==> config.mk <==
export PLATFORM = sky130hd
export DESIGN_NAME = bordered_rectangle_rasterizer
export DESIGN_NICKNAME = d
export VERILOG_FILES = /design/src/hdl/brr_pkg.sv /design/src/hdl/bordered_rectangle_rasterizer.sv /design/src/hdl/brr_fifo.sv /design/src/hdl/brr_front.sv /design/src/hdl/brr_back.sv
export SDC_FILE = /design/constraint.sdc
export NUM_CORES = 2
export LEC_CHECK = 0
export BUFFER_PORTS_ARGS = -buffer_cell sky130_fd_sc_hd__buf_2
export CAP_MARGIN = 20
export CORE_AREA = 4 4 501 503
export CTS_CLUSTER_DIAMETER = 50
export CTS_CLUSTER_SIZE = 14
export DETAILED_ROUTE_END_ITERATION = 8
export DIE_AREA = 0 0 505 507
export SLEW_MARGIN = 0
export SYNTH_ARGS = -nofsm -noshare
export SYNTH_HDL_FRONTEND = slang
export SYNTH_HIERARCHICAL = 1
export SYNTH_SLANG_ARGS = --single-unit
==> constraint.sdc <==
create_clock -name clk_i -period 14 [get_ports clk_i]
set_clock_uncertainty 0.2 [all_clocks]
set_input_delay 2.8 -clock clk_i [delete_from_list [all_inputs] [get_ports clk_i]]
set_output_delay 2.8 -clock clk_i [all_outputs]
set_load 0.01 [all_outputs]
==> src/hdl/brr_pkg.sv <==
// Shared types and constants for the bordered rectangle rasterizer.
// Used by the front end, the queue, the scan back end and the top level.
package brr_pkg;

  localparam int unsigned MaxSide   = 4096;
  localparam int unsigned SideW     = 13;   // image size incl. value 4096
  localparam int unsigned PixW      = 12;   // pixel index bits
  localparam int unsigned IdxW      = 22;   // saturated signed index
  localparam int unsigned DvdW      = 46;   // dividend magnitude bits
  localparam int unsigned DenW      = 33;   // divisor magnitude bits
  localparam int unsigned DivSteps  = DvdW;
  localparam int unsigned CntW      = 6;
  localparam int unsigned ColW      = 32;
  localparam int unsigned ThkW      = 13;
  localparam int unsigned InDataW   = 208;
  localparam int unsigned OutDataW  = 56;
  localparam int unsigned CfgIdxW   = 3;
  localparam int unsigned CfgDataW  = 32;
  localparam logic [IdxW-1:0] IdxSat = IdxW'(1 << 20);

  typedef enum logic [CfgIdxW-1:0] {
    REG_IMG_W  = 3'd0,
    REG_IMG_H  = 3'd1,
    REG_WX_MIN = 3'd2,
    REG_WX_MAX = 3'd3,
    REG_WY_MIN = 3'd4,
    REG_WY_MAX = 3'd5
  } reg_idx_e;

  typedef enum logic {
    FUNC_LOAD = 1'b0,
    FUNC_TICK = 1'b1
  } func_e;

  // One entry of the queue between front and back end
  typedef struct packed {
    func_e                  kind;
    logic                   empty;
    logic signed [IdxW-1:0] row_lo;
    logic signed [IdxW-1:0] row_hi;
    logic signed [IdxW-1:0] col_lo;
    logic signed [IdxW-1:0] col_hi;
    logic [ColW-1:0]        inner;
    logic [ColW-1:0]        edge_col;
    logic [ThkW-1:0]        thick;
  } cmd_t;

  function automatic logic [SideW-1:0] clamp_side(input logic [SideW-1:0] s);
    clamp_side = (s > SideW'(MaxSide)) ? SideW'(MaxSide) : s;
  endfunction

endpackage

==> src/hdl/bordered_rectangle_rasterizer.sv <==
// Top level of the bordered rectangle rasterizer: configuration registers,
// front end, command queue and scan back end. Depends on brr_pkg.
//
//  channel  | direction | handshake          | payload
//  s_axis   | in        | tvalid/tready      | tuser=func, tdata=corners,colors,width
//  m_axis   | out       | tvalid/tready      | tdata=row,col,color, tlast=last pixel
//  cfg      | in        | cfg_valid/ready    | cfg_index, cfg_data
//
// Ticks stream from the queue at one pixel per cycle while the output is not stalled.
// A box load maps its four corners one after another in the shared bit-serial divider.
// Reset clears the configuration to its defaults and leaves no box loaded.
// The two-entry queue and the output register let either side stall alone.
module bordered_rectangle_rasterizer import brr_pkg::*; (
  input  logic                clk_i,
  input  logic                rst_ni,
  input  logic                s_axis_tvalid,
  output logic                s_axis_tready,
  // tdata: corner_x_a, corner_x_b, corner_y_a, corner_y_b, inner_color,
  //        edge_color, edge_thickness, zero pad
  input  logic [InDataW-1:0]  s_axis_tdata,
  // tuser: func
  input  logic                s_axis_tuser,
  output logic                m_axis_tvalid,
  input  logic                m_axis_tready,
  // tdata: pixel_row, pixel_col, pixel_color
  output logic [OutDataW-1:0] m_axis_tdata,
  output logic                m_axis_tlast,
  input  logic                cfg_valid,
  output logic                cfg_ready,
  input  logic [CfgIdxW-1:0]  cfg_index,
  input  logic [CfgDataW-1:0] cfg_data
);

  logic [SideW-1:0] img_w_q, img_h_q;
  logic signed [31:0] wx_min_q, wx_max_q, wy_min_q, wy_max_q;
  logic push, full, pop, empty;
  cmd_t cmd_in, cmd_out;

  assign cfg_ready = 1'b1;

  // configuration registers
  always_ff @(posedge clk_i or negedge rst_ni) begin
    if (!rst_ni) begin
      img_w_q  <= SideW'(1024);
      img_h_q  <= SideW'(1024);
      wx_min_q <= '0;
      wx_max_q <= 32'sd67108864;
      wy_min_q <= '0;
      wy_max_q <= 32'sd67108864;
    end else if (cfg_valid) begin
      case (reg_idx_e'(cfg_index))
        REG_IMG_W:  img_w_q  <= cfg_data[SideW-1:0];
        REG_IMG_H:  img_h_q  <= cfg_data[SideW-1:0];
        REG_WX_MIN: wx_min_q <= cfg_data;
        REG_WX_MAX: wx_max_q <= cfg_data;
        REG_WY_MIN: wy_min_q <= cfg_data;
        REG_WY_MAX: wy_max_q <= cfg_data;
        default: ;
      endcase
    end
  end

  brr_front u_front (
    .clk_i, .rst_ni,
    .in_valid_i (s_axis_tvalid),
    .in_ready_o (s_axis_tready),
    .func_i     (func_e'(s_axis_tuser)),
    .in_data_i  (s_axis_tdata),
    .img_w_i    (img_w_q),
    .img_h_i    (img_h_q),
    .wx_min_i   (wx_min_q),
    .wx_max_i   (wx_max_q),
    .wy_min_i   (wy_min_q),
    .wy_max_i   (wy_max_q),
    .push_o     (push),
    .cmd_o      (cmd_in),
    .full_i     (full)
  );

  brr_fifo u_fifo (
    .clk_i, .rst_ni,
    .push_i  (push),
    .data_i  (cmd_in),
    .full_o  (full),
    .pop_i   (pop),
    .empty_o (empty),
    .data_o  (cmd_out)
  );

  brr_back u_back (
    .clk_i, .rst_ni,
    .empty_i     (empty),
    .cmd_i       (cmd_out),
    .pop_o       (pop),
    .img_w_i     (img_w_q),
    .img_h_i     (img_h_q),
    .out_valid_o (m_axis_tvalid),
    .out_ready_i (m_axis_tready),
    .out_data_o  (m_axis_tdata),
    .out_last_o  (m_axis_tlast)
  );

endmodule

==> src/hdl/brr_fifo.sv <==
// Two-entry command queue decoupling the front end from the scan back end.
// Depends on brr_pkg for the entry type.
module brr_fifo import brr_pkg::*; (
  input  logic clk_i,
  input  logic rst_ni,
  input  logic push_i,
  input  cmd_t data_i,
  output logic full_o,
  input  logic pop_i,
  output logic empty_o,
  output cmd_t data_o
);

  cmd_t       mem_q [2];
  logic       wr_q, rd_q;
  logic [1:0] cnt_q;

  assign full_o  = (cnt_q == 2'd2);
  assign empty_o = (cnt_q == 2'd0);
  assign data_o  = mem_q[rd_q];

  // storage
  always_ff @(posedge clk_i) begin
    if (push_i) begin
      mem_q[wr_q] <= data_i;
    end
  end

  // pointers and fill count
  always_ff @(posedge clk_i or negedge rst_ni) begin
    if (!rst_ni) begin
      wr_q  <= 1'b0;
      rd_q  <= 1'b0;
      cnt_q <= 2'd0;
    end else begin
      if (push_i) wr_q <= ~wr_q;
      if (pop_i)  rd_q <= ~rd_q;
      cnt_q <= cnt_q + 2'(push_i) - 2'(pop_i);
    end
  end

  a_cnt_range: assert property (@(posedge clk_i) disable iff (!rst_ni) cnt_q != 2'd3)
    else $error("queue count out of range");
  a_no_overflow: assert property (@(posedge clk_i) disable iff (!rst_ni)
    full_o |-> !push_i) else $error("push into full queue");
  a_no_underflow: assert property (@(posedge clk_i) disable iff (!rst_ni)
    empty_o |-> !pop_i) else $error("pop from empty queue");

endmodule

==> src/hdl/brr_front.sv <==
// Front end: accepts items, maps box corners to pixel indices with a
// shared bit-serial divider and queues commands. Depends on brr_pkg.
module brr_front import brr_pkg::*; (
  input  logic                   clk_i,
  input  logic                   rst_ni,
  input  logic                   in_valid_i,
  output logic                   in_ready_o,
  input  func_e                  func_i,
  input  logic [InDataW-1:0]     in_data_i,
  input  logic [SideW-1:0]       img_w_i,
  input  logic [SideW-1:0]       img_h_i,
  input  logic signed [31:0]     wx_min_i,
  input  logic signed [31:0]     wx_max_i,
  input  logic signed [31:0]     wy_min_i,
  input  logic signed [31:0]     wy_max_i,
  output logic                   push_o,
  output cmd_t                   cmd_o,
  input  logic                   full_i
);

  typedef enum logic [3:0] {
    S_IDLE = 4'b0001,
    S_MUL  = 4'b0010,
    S_DIV  = 4'b0100,
    S_PUSH = 4'b1000
  } state_e;

  state_e st_q, st_d;
  logic [1:0] sel_q, sel_d;
  logic [CntW-1:0] cnt_q, cnt_d;
  logic signed [31:0] corner_q [4];
  logic [ColW-1:0] inner_q, edge_q;
  logic [ThkW-1:0] thick_q;
  logic empty_q;
  logic signed [IdxW-1:0] res_q [4];
  logic [DvdW-1:0] dvd_q, dvd_d;
  logic [DenW-1:0] den_q, den_d, rem_q, rem_d;
  logic [DvdW-1:0] quo_q, quo_d;
  logic neg_q, neg_d;

  logic accept, zero_span;
  logic signed [33:0] num;
  logic signed [32:0] span;
  logic [SideW-1:0]   side;
  logic signed [47:0] prod;
  logic [47:0]        prod_mag;
  logic [32:0]        span_mag;
  logic [DenW:0]      rem_t;
  logic               qbit;
  logic [DvdW-1:0]    quo_n;
  logic [IdxW-1:0]    mag_sat;
  logic signed [IdxW-1:0] res_n;

  assign accept    = in_valid_i && in_ready_o;
  assign zero_span = (wx_max_i == wx_min_i) || (wy_max_i == wy_min_i);
  assign in_ready_o = (st_q == S_IDLE) && !(func_i == FUNC_TICK && full_i);

  // operand selection for the current corner coordinate
  always_comb begin
    if (!sel_q[1]) begin
      num  = 34'(corner_q[sel_q]) - 34'(wx_min_i);
      span = 33'(wx_max_i) - 33'(wx_min_i);
      side = clamp_side(img_w_i);
    end else begin
      num  = (34'(wy_max_i) - 34'(corner_q[sel_q])) - 34'(wy_min_i);
      span = 33'(wy_max_i) - 33'(wy_min_i);
      side = clamp_side(img_h_i);
    end
    prod     = 48'(num) * $signed({35'd0, side});
    prod_mag = prod[47] ? 48'(-prod) : 48'(prod);
    span_mag = span[32] ? 33'(-span) : 33'(span);
  end

  // one restoring division step
  always_comb begin
    rem_t   = {rem_q, dvd_q[DvdW-1]};
    qbit    = (rem_t >= {1'b0, den_q});
    quo_n   = {quo_q[DvdW-2:0], qbit};
    mag_sat = (quo_n > DvdW'(IdxSat)) ? IdxSat : quo_n[IdxW-1:0];
    res_n   = neg_q ? IdxW'(-$signed(mag_sat)) : $signed(mag_sat);
  end

  // sequencer
  always_comb begin
    st_d  = st_q;
    sel_d = sel_q;
    cnt_d = cnt_q;
    dvd_d = dvd_q;
    den_d = den_q;
    rem_d = rem_q;
    quo_d = quo_q;
    neg_d = neg_q;
    push_o = 1'b0;
    case (st_q)
      S_IDLE: begin
        if (accept && func_i == FUNC_TICK) begin
          push_o = 1'b1;
        end else if (accept) begin
          sel_d = 2'd0;
          st_d  = zero_span ? S_PUSH : S_MUL;
        end
      end
      S_MUL: begin
        dvd_d = prod_mag[DvdW-1:0];
        den_d = span_mag;
        neg_d = prod[47] ^ span[32];
        rem_d = '0;
        quo_d = '0;
        cnt_d = '0;
        st_d  = S_DIV;
      end
      S_DIV: begin
        dvd_d = {dvd_q[DvdW-2:0], 1'b0};
        rem_d = qbit ? DenW'(rem_t - {1'b0, den_q}) : rem_t[DenW-1:0];
        quo_d = quo_n;
        cnt_d = cnt_q + 1'b1;
        if (cnt_q == CntW'(DivSteps - 1)) begin
          sel_d = sel_q + 1'b1;
          st_d  = (sel_q == 2'd3) ? S_PUSH : S_MUL;
        end
      end
      S_PUSH: begin
        if (!full_i) begin
          push_o = 1'b1;
          st_d   = S_IDLE;
        end
      end
      default: st_d = S_IDLE;
    endcase
  end

  // command to the queue
  always_comb begin
    cmd_o.kind     = (st_q == S_IDLE) ? FUNC_TICK : FUNC_LOAD;
    cmd_o.empty    = empty_q;
    cmd_o.row_lo   = (res_q[2] < res_q[3]) ? res_q[2] : res_q[3];
    cmd_o.row_hi   = (res_q[2] < res_q[3]) ? res_q[3] : res_q[2];
    cmd_o.col_lo   = (res_q[0] < res_q[1]) ? res_q[0] : res_q[1];
    cmd_o.col_hi   = (res_q[0] < res_q[1]) ? res_q[1] : res_q[0];
    cmd_o.inner    = inner_q;
    cmd_o.edge_col = edge_q;
    cmd_o.thick    = thick_q;
  end

  always_ff @(posedge clk_i or negedge rst_ni) begin
    if (!rst_ni) begin
      st_q  <= S_IDLE;
      sel_q <= 2'd0;
      cnt_q <= '0;
    end else begin
      st_q  <= st_d;
      sel_q <= sel_d;
      cnt_q <= cnt_d;
    end
  end

  // payload: load operands, divider datapath, mapped indices
  always_ff @(posedge clk_i) begin
    dvd_q <= dvd_d;
    den_q <= den_d;
    rem_q <= rem_d;
    quo_q <= quo_d;
    neg_q <= neg_d;
    if (st_q == S_IDLE && accept && func_i == FUNC_LOAD) begin
      corner_q[0] <= in_data_i[31:0];
      corner_q[1] <= in_data_i[63:32];
      corner_q[2] <= in_data_i[95:64];
      corner_q[3] <= in_data_i[127:96];
      inner_q     <= in_data_i[159:128];
      edge_q      <= in_data_i[191:160];
      thick_q     <= in_data_i[204:192];
      empty_q     <= zero_span;
    end
    if (st_q == S_DIV && cnt_q == CntW'(DivSteps - 1)) begin
      res_q[sel_q] <= res_n;
    end
  end

endmodule

==> src/hdl/brr_back.sv <==
// Back end: holds the current box and walks it in row-major order, one
// pixel per tick, into an output register. Depends on brr_pkg.
module brr_back import brr_pkg::*; (
  input  logic                clk_i,
  input  logic                rst_ni,
  input  logic                empty_i,
  input  cmd_t                cmd_i,
  output logic                pop_o,
  input  logic [SideW-1:0]    img_w_i,
  input  logic [SideW-1:0]    img_h_i,
  output logic                out_valid_o,
  input  logic                out_ready_i,
  output logic [OutDataW-1:0] out_data_o,
  output logic                out_last_o
);

  logic signed [IdxW-1:0] rlo_q, rhi_q, clo_q, chi_q;
  logic [PixW-1:0] row_q, col_q;
  logic [ColW-1:0] inner_q, edge_q;
  logic [ThkW-1:0] thick_q;
  logic active_q;
  logic ov_q;
  logic [OutDataW-1:0] od_q;
  logic ol_q;

  logic slot_free, take, emit;
  logic signed [23:0] w_s, h_s, r_s, c_s, d0, d1, d2, d3, dmin;
  logic signed [23:0] rs, re, cs, ce, re_t, ce_t, cs_t;
  logic is_edge, wrap, done;

  assign slot_free = !ov_q || out_ready_i;
  assign take  = !empty_i && slot_free;
  assign pop_o = take;
  assign emit  = take && cmd_i.kind == FUNC_TICK && active_q;

  // bounds for a new box and for the current tick
  always_comb begin
    w_s  = $signed({11'd0, clamp_side(img_w_i)});
    h_s  = $signed({11'd0, clamp_side(img_h_i)});
    rs   = (cmd_i.row_lo > 0) ? 24'(cmd_i.row_lo) : 24'sd0;
    re   = (24'(cmd_i.row_hi) < h_s) ? 24'(cmd_i.row_hi) : h_s;
    cs   = (cmd_i.col_lo > 0) ? 24'(cmd_i.col_lo) : 24'sd0;
    ce   = (24'(cmd_i.col_hi) < w_s) ? 24'(cmd_i.col_hi) : w_s;
    r_s  = $signed({12'd0, row_q});
    c_s  = $signed({12'd0, col_q});
    d0   = r_s - 24'(rlo_q);
    d1   = 24'(rhi_q) - 24'sd1 - r_s;
    d2   = c_s - 24'(clo_q);
    d3   = 24'(chi_q) - 24'sd1 - c_s;
    dmin = d0;
    if (d1 < dmin) dmin = d1;
    if (d2 < dmin) dmin = d2;
    if (d3 < dmin) dmin = d3;
    is_edge = dmin < $signed({11'd0, thick_q});
    re_t = ((24'(rhi_q) < h_s) ? 24'(rhi_q) : h_s) - 24'sd1;
    ce_t = ((24'(chi_q) < w_s) ? 24'(chi_q) : w_s) - 24'sd1;
    cs_t = (clo_q > 0) ? 24'(clo_q) : 24'sd0;
    wrap = c_s >= ce_t;
    done = wrap && (r_s >= re_t);
  end

  // box and scan position
  always_ff @(posedge clk_i or negedge rst_ni) begin
    if (!rst_ni) begin
      active_q <= 1'b0;
      rlo_q <= '0; rhi_q <= '0; clo_q <= '0; chi_q <= '0;
      row_q <= '0; col_q <= '0;
      inner_q <= '0; edge_q <= '0; thick_q <= '0;
    end else if (take && cmd_i.kind == FUNC_LOAD) begin
      inner_q <= cmd_i.inner;
      edge_q  <= cmd_i.edge_col;
      thick_q <= cmd_i.thick;
      if (cmd_i.empty) begin
        rlo_q <= '0; rhi_q <= '0; clo_q <= '0; chi_q <= '0;
        row_q <= '0; col_q <= '0;
        active_q <= 1'b0;
      end else begin
        rlo_q <= cmd_i.row_lo;
        rhi_q <= cmd_i.row_hi;
        clo_q <= cmd_i.col_lo;
        chi_q <= cmd_i.col_hi;
        row_q <= rs[PixW-1:0];
        col_q <= cs[PixW-1:0];
        active_q <= (rs < re) && (cs < ce);
      end
    end else if (emit) begin
      if (done) begin
        active_q <= 1'b0;
      end else if (wrap) begin
        row_q <= row_q + 1'b1;
        col_q <= cs_t[PixW-1:0];
      end else begin
        col_q <= col_q + 1'b1;
      end
    end
  end

  // output register
  always_ff @(posedge clk_i or negedge rst_ni) begin
    if (!rst_ni) begin
      ov_q <= 1'b0;
    end else if (slot_free) begin
      ov_q <= emit;
    end
  end

  always_ff @(posedge clk_i) begin
    if (emit) begin
      od_q <= {(is_edge ? edge_q : inner_q), col_q, row_q};
      ol_q <= done;
    end
  end

  assign out_valid_o = ov_q;
  assign out_data_o  = od_q;
  assign out_last_o  = ol_q;

  a_last_ends: assert property (@(posedge clk_i) disable iff (!rst_ni)
    (emit && done) |=> !active_q) else $error("scan still active after last pixel");
  a_emit_slot: assert property (@(posedge clk_i) disable iff (!rst_ni)
    emit |-> slot_free) else $error("pixel emitted over a pending one");
  a_inactive_quiet: assert property (@(posedge clk_i) disable iff (!rst_ni)
    !active_q |-> !emit) else $error("pixel emitted with no box");

endmodule

==> metrics.yaml <==
top_reg_cell_synth: "edfxtp_1"
cts.sink_count: 1204
synth_edf_count: 843
sequential_cell_area_mm2: 0.0344
coreArea_mm2: 0.246
final-setup-viol-count: 0
post_synth_instance_area_mm2: 0.0858
share_of_flip_flops_with_an_asynchronous_set_or_reset_after_synthesis: 0.300
synthesis.instances: 8115
dp.final_hpwl_mm: 191
yosys_warnings: 6
cts_hold_buffers: 0
critPathCaptureType: "register"
slew_headroom: 0.159
grt_first_pass_wirelength_mm: 380
worst_setup_path_start_kind: "register"
grt_pass1_vias: 64300
place.gp.congestion: 0.973
library_cell_with_the_largest_summed_area_after_synthesis: "edfxtp_1"
maximum_count_of_clock_buffers_along_a_single_path: 3
routed_via_density: 5.30
area.growth.synth_to_final_pct: 12.8
timing.fmax_ghz: 0.0754
timing.critical_path.fanout_max: 27
worstSetupPathType: "register to register"
gr-total-overflow: 0
synth_top_cells_by_count: "nand2_1 (860), edfxtp_1 (843), inv_1 (800), nor2_1 (581), ha_1 (577)"
post_synth_main_area_contributors: "edfxtp_1 (30%), dfrtp_1 (10%), fa_1 (10%)"
max_stage_delay_ns: 0.63
run_status: "finished, final reports clean"
place.port_buffers: 304
cts.reportedPaths.clkPinSlew_ns: 0.06
x_dimension_of_the_die_um: 505
wirelength_mm: 248
post_route_cells_drive_above_1_share: 0.149
cp_common_cell: "fa_1"
yosysMostFrequentCell: "nand2_1"
arrival_time_at_the_worst_endpoint_ns: 13.56
synth-seq-cells: 1204
worst_slack_ns: 0.731
drv.max_cap_violation_count: 0
num_vias: 62400
tightest_slew_ns: 1.25
post-synth-top-area-fraction: 0.295
placement.setup.worst_slack_ns: 0.525
clk_root_buffer_cell: "clkbuf_16"
grt_start_max_net_pins: 132
holdPathStages: 0
finish.instance_area_mm2: 0.0968
timing_hold_violations_final: 0
tritoncts: "built"
detail_route.drc_violations: 0
antenna_found_initial: 16
die_area_mm2: 0.256
final_net_count: 9672
placed_inst_area_mm2: 0.0911
required_ns: 14.29
initial_core_utilization: 0.349
ioPinCount: 309
timing.final.crit_share: 0.948
initialDrtViolationCount: 4568
ff2ff_path_depth: 41
die_height_um: 507
final.min_clock_period_ns: 13.27
rows: 182
drt.antenna.violating_nets: 0
global_route_total_usage_across_every_layer: 0.190
nFillCells: 23800
detail_route.first_pass.iterations: 7
syn_area_per_cell_um2: 10.6
cts-htree-levels: 4
hp-class: "register to register"
detail_route.wl_per_cell_um: 21.1
synth_cell_type_count: 114
synth_sequential_area_ratio: 0.400
clk_latency_ns: 0.83
report.final.slew_viol_count: 0
multi_input_area_mm2: 0.0473
critPathSlowestCell: "a211oi_1"
cts_buffers: 155
## cells by family after synthesis
logic type,share of synthesized area
muxes,0.0820
AOI/OAI and AO/OA,0.108
DFF,0.400
other,0.0000875
xor gates and xnor gates,0.0373
and+or+nand+nor,0.135
buffers and inverters,0.0508
adders and majority gates,0.186
## per-layer routing
metal	up-vias	wire, µm	part of all wire	GRT usage
met1	30900	102000	0.41	0.233
met3	525	15700	0.063	0.0396
met2	1935	118000	0.48	0.323
li1	29000	-	-	-
met5	-	160	0.00064	0
met4	24	11900	0.048	0.0829
## worst max-delay path, delay by kind of cell (launching register included)
kind            cells  cell delay, ns
simple gates        4            0.74
fa+ha+maj           9            4.33
compound gates     17            4.92
buf+inv             7            1.03
xor+xnor            3            0.54
mux                 1            0.60
flops               1            0.54
## through the flow
stage / TNS, ns / instances / hold WS, ns / utilization
2_1_floorplan: 0 / 8116 / 0.221 / -
5_1_grt: -0.0178 / 11800 / 0.249 / 0.394
3_3_place_gp: 0 / 11500 / 0.224 / 0.370
4_1_cts: 0 / 11800 / 0.216 / 0.393
6_report: 0 / 11800 / 0.236 / 0.394
3_5_place_dp: 0 / 11500 / 0.230 / 0.371
## registers in the layout, summed over array words and instances, names as in the netlist, 22 cells and up
signal	count
u_back/rlo_q	22
u_front/res_q	88
u_back/chi_q	22
u_front/inner_q	32
u_back/out_data_o	56
u_front/dvd_q	46
u_back/edge_q	32
u_back/rhi_q	22
wx_min_q	32
u_fifo/mem_q	334
wy_max_q	32
u_front/den_q	33
u_back/clo_q	22
u_back/inner_q	32
u_front/rem_q	33
u_front/quo_q	45
wy_min_q	32
u_front/corner_q	128
u_front/edge_q	32
wx_max_q	32
## final timing paths
path / from / end / slack (ns)
min reg2reg: u_front/inner_q[20]$_DFFE_PP_ / u_fifo/mem_q[1][65]$_DFFE_PP_ / 0.24
max: u_front/sel_q[0]$_DFFE_PN0P_ / u_front/dvd_q[42]$_DFFE_PP_ / 0.73
min in group asynchronous: rst_ni / u_back/rlo_q[3]$_DFFE_PN0P_ / 1.79
min: u_front/inner_q[20]$_DFFE_PP_ / u_fifo/mem_q[1][65]$_DFFE_PP_ / 0.24
max in group asynchronous: rst_ni / u_back/inner_q[14]$_DFFE_PN0P_ / 9.74
max reg2reg: u_front/sel_q[0]$_DFFE_PN0P_ / u_front/dvd_q[42]$_DFFE_PP_ / 0.73
## layout make-up
type | instances | share of cell area
well taps | 3220 | 0.0416
multi-input cells | 5811 | 0.488
repair buffers | 434 | 0.0273
clock buffers | 176 | 0.0412
clock inverters | 112 | 0.0156
diodes | 4 | 0.000103
flip-flops and latches | 1204 | 0.355
inverters | 802 | 0.0311
## repair_timing
| item | CTS | global route |
|---|---|---|
| setup buffers | 0 | 4 |
| gates resized for setup | 0 | 17 |
| endpoints found under the setup margin | 0 | 32 |
## placed cells by master, fill, tap and decap left out, types with 304 or more instances in the layout
master    Yosys  routed
mux2_2      343     343
o21ai_0     312     308
ha_1        577     576
a21oi_1     436     431
dfrtp_1     356     353
inv_1       800     797
fa_1        438     438
buf_2        13     304
edfxtp_1    843     843
nand2_1     860     860
nor2_1      581     579
Power is not shown: default switching activity piles up to over one toggle a cycle in this logic, so the estimate is an artifact.
